==> config.mk <==
export PLATFORM = sky130hd
export DESIGN_NAME = ptbs_ctrl
export DESIGN_NICKNAME = d
export VERILOG_FILES = /design/src/rtl/core/ptbs_pkg.sv /design/src/rtl/core/ptbs_ctrl.sv
export SDC_FILE = /design/constraint.sdc
export NUM_CORES = 1
export LEC_CHECK = 0
export ABC_AREA = 1
export BUFFER_PORTS_ARGS = -buffer_cell sky130_fd_sc_hd__buf_2
export CELL_PAD_IN_SITES_DETAIL_PLACEMENT = 0
export CELL_PAD_IN_SITES_GLOBAL_PLACEMENT = 1
export CORE_AREA = 5 5 42 44
export DETAILED_ROUTE_END_ITERATION = 10
export DIE_AREA = 0 0 47 49
export MAX_ROUTING_LAYER = met4
export PLACE_DENSITY_LB_ADDON = 0.1
export SYNTH_ARGS = -nofsm -noshare
export SYNTH_HDL_FRONTEND = slang
export SYNTH_SLANG_ARGS = --single-unit
export TNS_END_PERCENT = 50
==> constraint.sdc <==
create_clock -name clock -period 2.24 [get_ports clock]
set_input_delay 0.448 -clock clock [delete_from_list [all_inputs] [get_ports clock]]
set_output_delay 0.448 -clock clock [all_outputs]
set_load 0.02 [all_outputs]
==> src/rtl/core/ptbs_pkg.sv <==
`timescale 1ns / 1ps
package ptbs_pkg;
   localparam int DEF_MAX_ROWS  = 64;
   localparam int DEF_WORD_BITS = 32;
   localparam int FRAC_BITS     = 16;
   localparam int ROW_CNT_BITS  = 7;
   localparam int SYS_CNT_BITS  = 11;
   localparam int IDX_BITS      = 6;
   localparam int FIELD_BITS    = 32;
   localparam int CSR_IDX_BITS  = 1;
   localparam logic [CSR_IDX_BITS-1:0] CSR_ROW_COUNT    = 1'b0;
   localparam logic [CSR_IDX_BITS-1:0] CSR_SYSTEM_COUNT = 1'b1;

   typedef enum logic [2:0] {
      ST_IDLE,
      ST_FWD_MUL1,
      ST_FWD_MUL2,
      ST_FWD_ACC,
      ST_BACK_RD,
      ST_BACK_MUL,
      ST_BACK_OUT
   } state_type;

   typedef struct packed {
      logic load;      // capture input beat
      logic fwd_mul1;  // a*f[r-1], rhs - ... - sum
      logic fwd_mul2;  // b * diff
      logic fwd_acc;   // store f, accumulate h*f
      logic back_rd;   // read stores for row
      logic back_mul;  // products
      logic back_out;  // form x, write rsp register
   } cmd_type;

   typedef struct packed {
      logic is_last;   // current row closes the system
      logic back_done; // back substitution at row zero
      logic rsp_full;  // output register occupied
   } sts_type;
endpackage

==> src/rtl/core/ptbs_ctrl.sv <==
`timescale 1ns / 1ps
module ptbs_ctrl (
   input  logic              clock,
   input  logic              reset,
   input  logic              req_valid,
   output logic              req_ready,
   input  ptbs_pkg::sts_type sts,
   output ptbs_pkg::cmd_type cmd
);
   import ptbs_pkg::*;

   state_type state_ff, state_in;

   always_ff @(posedge clock) begin
      if (reset) begin
         state_ff <= ST_IDLE;
      end else begin
         state_ff <= state_in;
      end
   end

   always_comb begin
      state_in = state_ff;
      case (state_ff)
         ST_IDLE:     if (req_valid) state_in = ST_FWD_MUL1;
         ST_FWD_MUL1: state_in = ST_FWD_MUL2;
         ST_FWD_MUL2: state_in = ST_FWD_ACC;
         ST_FWD_ACC:  state_in = sts.is_last ? ST_BACK_OUT : ST_IDLE;
         ST_BACK_RD:  state_in = ST_BACK_MUL;
         ST_BACK_MUL: state_in = ST_BACK_OUT;
         ST_BACK_OUT: begin
            if (!sts.rsp_full) state_in = sts.back_done ? ST_IDLE : ST_BACK_RD;
         end
         default:     state_in = ST_IDLE;
      endcase
   end

   always_comb begin
      cmd = '0;
      req_ready = 1'b0;
      case (state_ff)
         ST_IDLE: begin
            req_ready = 1'b1;
            cmd.load = req_valid;
         end
         ST_FWD_MUL1: cmd.fwd_mul1 = 1'b1;
         ST_FWD_MUL2: cmd.fwd_mul2 = 1'b1;
         ST_FWD_ACC:  cmd.fwd_acc  = 1'b1;
         ST_BACK_RD:  cmd.back_rd  = 1'b1;
         ST_BACK_MUL: cmd.back_mul = 1'b1;
         ST_BACK_OUT: cmd.back_out = !sts.rsp_full;
         default:     cmd = '0;
      endcase
   end

`ifndef SYNTHESIS
   a_ready_idle: assert property (@(posedge clock) disable iff (reset)
      req_ready |-> state_ff == ST_IDLE) else $error("ready outside idle");
   a_load_next: assert property (@(posedge clock) disable iff (reset)
      cmd.load |=> state_ff == ST_FWD_MUL1) else $error("load not followed");
   a_back_hold: assert property (@(posedge clock) disable iff (reset)
      (state_ff == ST_BACK_OUT && sts.rsp_full) |=> state_ff == ST_BACK_OUT)
      else $error("back out left while full");
`endif
endmodule

==> impl_metrics.yaml, run 1 <==
sta:
  maxSlewHeadroom_pct: 83.2
  hold_violations: 0
  setup_viol: 0
  fin_skew_ps: 2.42
  min_period_ps: 1600
  slew_viol_final: 0
  clock.fmax_ghz: 0.624
  rsz0062_at_grt: "no"
  tns_ps: 0
  period_share_pct: 71.5
  worst_slew_pin_slew_ps: 252
finish:
  drive_gt1_share_pct: 34.5
  reg_top3: "state_ff (3)"
  nets: 62
  final_common_cell: "buf_2"
  largest_reg_flops: 3
  area_delta_synth_final_pct: 51.7
  diodes: 0
  top_register: "state_ff"
  final_area_um2: 327
  mostFrequentLayoutCells: "buf_2 (13), inv_1 (10), nand2_1 (8), nor2_1 (6), nand4_1 (4)"
clock_tree:
  cts.sinks: 3
  post_cts_buffers: 0
  cts_tree: "yes"
  cts_buffers: 3
  clkSlewWorstSetupHoldPaths_ps: 40
  cts_buffer_depth: 2
  ctsResizeCount: 0
  clkLatencyLatePin_ps: 230
  cts-htree-levels: 1
  holdBufCountCts: 0
  root_buffer: "clkbuf_4"
worst_setup_path:
  crit_arrival_ps: 1150
  r2r-end: "state_ff[2]"
  path_max_fanout: 7
  r2r.worst_path.cells: 6
  reg2reg_slack_ps: 1220
  r2r-start: "state_ff[2]"
  cp_data_required_time_ps: 1790
  crit_path_start_kind: "flop"
  crit_path_end_kind: "output pin"
  critPathLaunch: "state_ff[2]"
  crit_type: "flop to output pin"
  crit_path_end: "cmd[6]"
power_and_ir_drop:
  power.density_mw_per_mm2: 688
  clockPowerShare_pct: 41.6
  leakagePower_nw: 0.207
  p_comb_share_pct: 28.4
  power_frac_seq_pct: 29.9
  vdd_drop_max_mv: 0.426
  p_int_uw: 147
  p_sw_share_pct: 34.5
  netSwitchingPower_uw: 77.5
route:
  routedWlPerCell_um: 9.37
  wl_met3_um: 53
  dr.max_layer_used: "met3"
  route.antenna.remaining_nets: 0
  via_count: 282
  dr_wl_met2_um: 318
  first_pass_iters: 2
  drc_errors: 0
  wl_um: 665
  viasPerCell: 3.97
  drt-met1-wl_um: 292
  drt_iter0_drc: 4
synth:
  synth-seq-cells: 3
  ys_warn_count: 0
  syn_area_per_cell_um2: 5.66
  yosysSeqAreaShare_pct: 27.9
  ys_types: 11
  syn_nets: 44
  synth_area_um2: 215
  syn_inst: 38
floorplanning:
  io_pins: 14
  dieHeight_um: 49
  core_mm2: 0.00140
  dieArea_mm2: 0.00230
  start_util_pct: 15.4
  die_x_um: 47
  row_count: 14
placement:
  portBuffers: 13
  dp_hpwl_um: 564
  placedInstanceArea_um2: 300
  gp_congestion: 0.651
run:
  maxCapViolations: 0
global_route:
  grt-ovfl-total: 0
  antenna_found_initial: 0
  grt_pass1_wl_um: 1150
  grt_use_total_pct: 6.92
  grt_pass1_vias: 278
  grt_start_max_net_pins: 8
min_path:
  holdCritPathClass: "primary input to flop"
outcome:
  status: "finished, final reports clean"
[layout make-up]
class	count	area, µm²
clock buffers	4	26.3
fillers	180	1070
inverters	11	41.3
multi-input cells	24	114
flip-flops and latches	3	60.1
well taps	16	20.0
repair buffers	13	65.1
[how the worst min path moves through the flow]
stage,from,end,slack (ps),cells past startpoint
after floorplan,reset,state_ff[2],520,1
after global placement,reset,state_ff[2],630,2
after detailed placement,reset,state_ff[2],630,2
after CTS,reset,state_ff[2],380,2
after global routing,reset,state_ff[2],380,2
final,reset,state_ff[2],380,2
[cell families after synthesis]
kind of cell / count (synthesis) / synth area share, %
simple gates: 23 / 50.6
buf+inv: 11 / 19.2
flops: 3 / 27.9
compound gates: 1 / 2.32
[synth_stat cells]
master    n  share of area, %
nand4_1   4                12
nand2_2   1               2.9
inv_2     1               1.7
dfxtp_1   3                28
nand2_1   8                14
nor3_1    2               4.7
nand3_1   1               2.3
a21oi_1   1               2.3
inv_1    10                17
nand3_2   1               4.7
nor2_1    6                10
[critical path, stage by stage, from the launching register on]
cell and delay, ps:
dfxtp_1 360, nor2_1 220, nand2_1 100, nor2_1 80
buf_2 160
[layer usage]
metal  vias up  global-route usage, %
li1        152                      -
met1       124                   8.75
met2         6                   9.05
met3         0                   3.69
met4         0                   2.76
met5         -                      -
[power by group through the flow]
stage | clock, mW | combinational [mW] | sequential [mW]
2_1_floorplan | 0 | 0.0437 | 0.0658
3_3_place_gp | 0 | 0.0665 | 0.0686
3_5_place_dp | 0 | 0.0653 | 0.0684
4_1_cts | 0.0990 | 0.0654 | 0.0675
5_1_grt | 0.110 | 0.0719 | 0.0686
6_report | 0.0935 | 0.0639 | 0.0673
[stage by stage]
| step | util, % | power (mW) | worst slack, ps | instances | hold WS [ps] |
|---|---|---|---|---|---|
| 6_report | 23.3 | 0.225 | 638 | 71 | 384 |
| 5_1_grt | 23.3 | 0.250 | 507 | 71 | 378 |
| 4_1_cts | 23.3 | 0.232 | 617 | 71 | 378 |
| 3_5_place_dp | 21.4 | 0.134 | 867 | 67 | 625 |
| 3_3_place_gp | 21.4 | 0.135 | 861 | 67 | 633 |
| 2_1_floorplan | - | 0.109 | 811 | 38 | 517 |
Note: power is estimated with default switching activity, not from simulation.
==> run 2: changes to the inputs <==
- ABC_AREA: 1 -> 0
- clock period: 2.24 -> 1.5 ns (I/O delays scaled with it)
==> impl_metrics.yaml, run 2 <==
synth:
  synth_edf_count: 0
  synth.most_common_cell: "nor3_1"
  ys_warn_count: 0
  yosysSeqAreaShare_pct: 25.9
  synth_top_area_share_pct: 25.9
  ys_types: 16
  syn_inst: 28
  synth-seq-cells: 3
  synth_area_um2: 231
  netlist_top_cells_count: "nor3_1 (4), buf_6 (3), dfxtp_1 (3), nor2_1 (3)"
  syn_nets: 34
  ys_top_cells_by_area: "dfxtp_1 (26%), buf_6 (15%), nor3_1 (8.6%), nor2b_4 (5.9%), nand2b_1 (5.4%)"
  yosysTopAreaCell: "dfxtp_1"
  synth_ff_type: "dfxtp_1"
  syn_area_per_cell_um2: 8.27
  ys_async_sr_fraction_pct: 0
route:
  drt_iter0_drc: 1
  drc_errors: 0
  first_pass_iters: 2
  viasPerCell: 4.24
  wl_um: 626
  route.antenna.remaining_nets: 0
  routedWlPerCell_um: 10.8
  via_count: 246
global_route:
  antenna_found_initial: 0
  grt_pass1_wl_um: 1150
  grt-ovfl-total: 0
  grt_pass1_vias: 272
  grt_use_total_pct: 7.42
  grt_start_max_net_pins: 11
worst_setup_path:
  path_max_fanout: 10
  crit_path_end_kind: "output pin"
  crit_arrival_ps: 1080
  cp_data_required_time_ps: 1200
  crit_type: "flop to output pin"
  crit_path_start_kind: "flop"
finish:
  drive_gt1_share_pct: 54.8
  area_delta_synth_final_pct: 38.4
  final_common_cell: "buf_2"
  largest_reg_flops: 3
  reg_top3: "state_ff (3)"
  mostFrequentLayoutCells: "buf_2 (13), nor2_1 (3), nor3_1 (3), clkbuf_4 (3)"
  final_area_um2: 320
  diodes: 0
  top_register: "state_ff"
  nets: 49
  final_util_pct: 22.9
floorplanning:
  row_count: 14
  dieArea_mm2: 0.00230
  io_pins: 14
  core_mm2: 0.00140
  start_util_pct: 16.5
  dieHeight_um: 49
  die_x_um: 47
power_and_ir_drop:
  power.density_mw_per_mm2: 1030
  clockPowerShare_pct: 41.9
  p_int_uw: 225
  leakagePower_nw: 0.153
  vdd_drop_max_mv: 0.261
  p_sw_share_pct: 32.1
  p_comb_share_pct: 25.1
  netSwitchingPower_uw: 106
  power_frac_seq_pct: 33.0
clock_tree:
  cts.sinks: 3
  cts_buffers: 3
  clkLatencyLatePin_ps: 230
  cts_buffer_depth: 2
  cts-htree-levels: 1
  clkSlewWorstSetupHoldPaths_ps: 30
  root_buffer: "clkbuf_4"
  cts_tree: "yes"
  post_cts_buffers: 0
sta:
  hold_violations: 0
  clock.fmax_ghz: 0.725
  setup_viol: 0
  tns_ps: 0
  maxSlewHeadroom_pct: 78.0
  worst_slew_pin_slew_ps: 322
  period_share_pct: 91.9
  min_period_ps: 1380
  fin_skew_ps: 0.735
  slew_viol_final: 0
  rsz0062_at_grt: "no"
placement:
  gp_congestion: 0.644
  dp_hpwl_um: 477
  placedInstanceArea_um2: 288
  portBuffers: 13
run:
  maxCapViolations: 0
min_path:
  holdCritPathClass: "primary input to flop"
outcome:
  status: "finished, final reports clean"
[run 2: changes by cell type in the layout (fill, tap and decap cells not counted), moves of 3 or more]
cell / previous run / this run
nand4_1: 4 / 0
nor2_1: 6 / 3
dfxtp_1: 3 / 0
nand2_1: 8 / 2
inv_1: 10 / 2
[run 2: critical path, cell delays in order (launching register included)]
cell	delay, ps
dfxtp_2	370
nor3_2	190
and2_1	140
buf_2	150
[run 2: metrics by stage]
stage / worst slack, ps / std cells / hold WS [ps] / power (mW)
finish: 121 / 58 / 268 / 0.331
global route: 10.8 / 58 / 266 / 0.365
CTS: 22.2 / 58 / 271 / 0.340
detailed placement: 205 / 54 / 518 / 0.194
global placement: 230 / 54 / 516 / 0.193
floorplan: 127 / 28 / 369 / 0.174
[run 2: repair_timing]
action                                  4_1_cts  5_1_grt
resized for setup                             1        3
endpoints found under the setup margin        1        7
hold buffers                                  0        0
[run 2: path summary, 6_finish.rpt]
| path | start | to | slack [ps] | depth (start not counted) |
|---|---|---|---|---|
| min | reset | state_ff[1] | 270 | 2 |
| max | state_ff[2] | cmd[6] | 120 | 3 |
| min reg2reg | state_ff[0] | state_ff[0] | 520 | 1 |
| max reg2reg | state_ff[0] | state_ff[1] | 550 | 3 |
[run 2: area by class of cell]
type / instances / area, µm²
Fill cell: 178 / 1080
Multi-Input combinational cell: 20 / 135
Sequential cell: 3 / 66.3
Timing Repair Buffer: 13 / 65.1
Clock buffer: 4 / 26.3
Tap cell: 16 / 20.0
Inverter: 2 / 7.51
[run 2: metal layers]
layer / track usage, % / routed length [µm] / vias to the layer above
met4: 8.29 / 32 / 0
met3: 1.11 / 22 / 4
met1: 9.39 / 272 / 108
met2: 8.82 / 298 / 11
met5: - / 0 / -
li1: - / - / 123
[run 2: power groups by stage]
stage	Clock, mW	Combinational [mW]	Sequential (mW)
6_report	0.139	0.0832	0.109
4_1_cts	0.147	0.0847	0.109
5_1_grt	0.160	0.0928	0.112
2_1_floorplan	0	0.0823	0.0916
3_5_place_dp	0	0.0843	0.109
3_3_place_gp	0	0.0846	0.108
[run 2: cell families (layout without fill, tap and decap cells)]
group                  Yosys count  after routing  share of synthesized area (%)
DFF                              3              3                           25.9
AOI/OAI and AO/OA                3              3                           11.4
and+or+nand+nor                 17             17                           44.9
buffers and inverters            5             19                           17.8
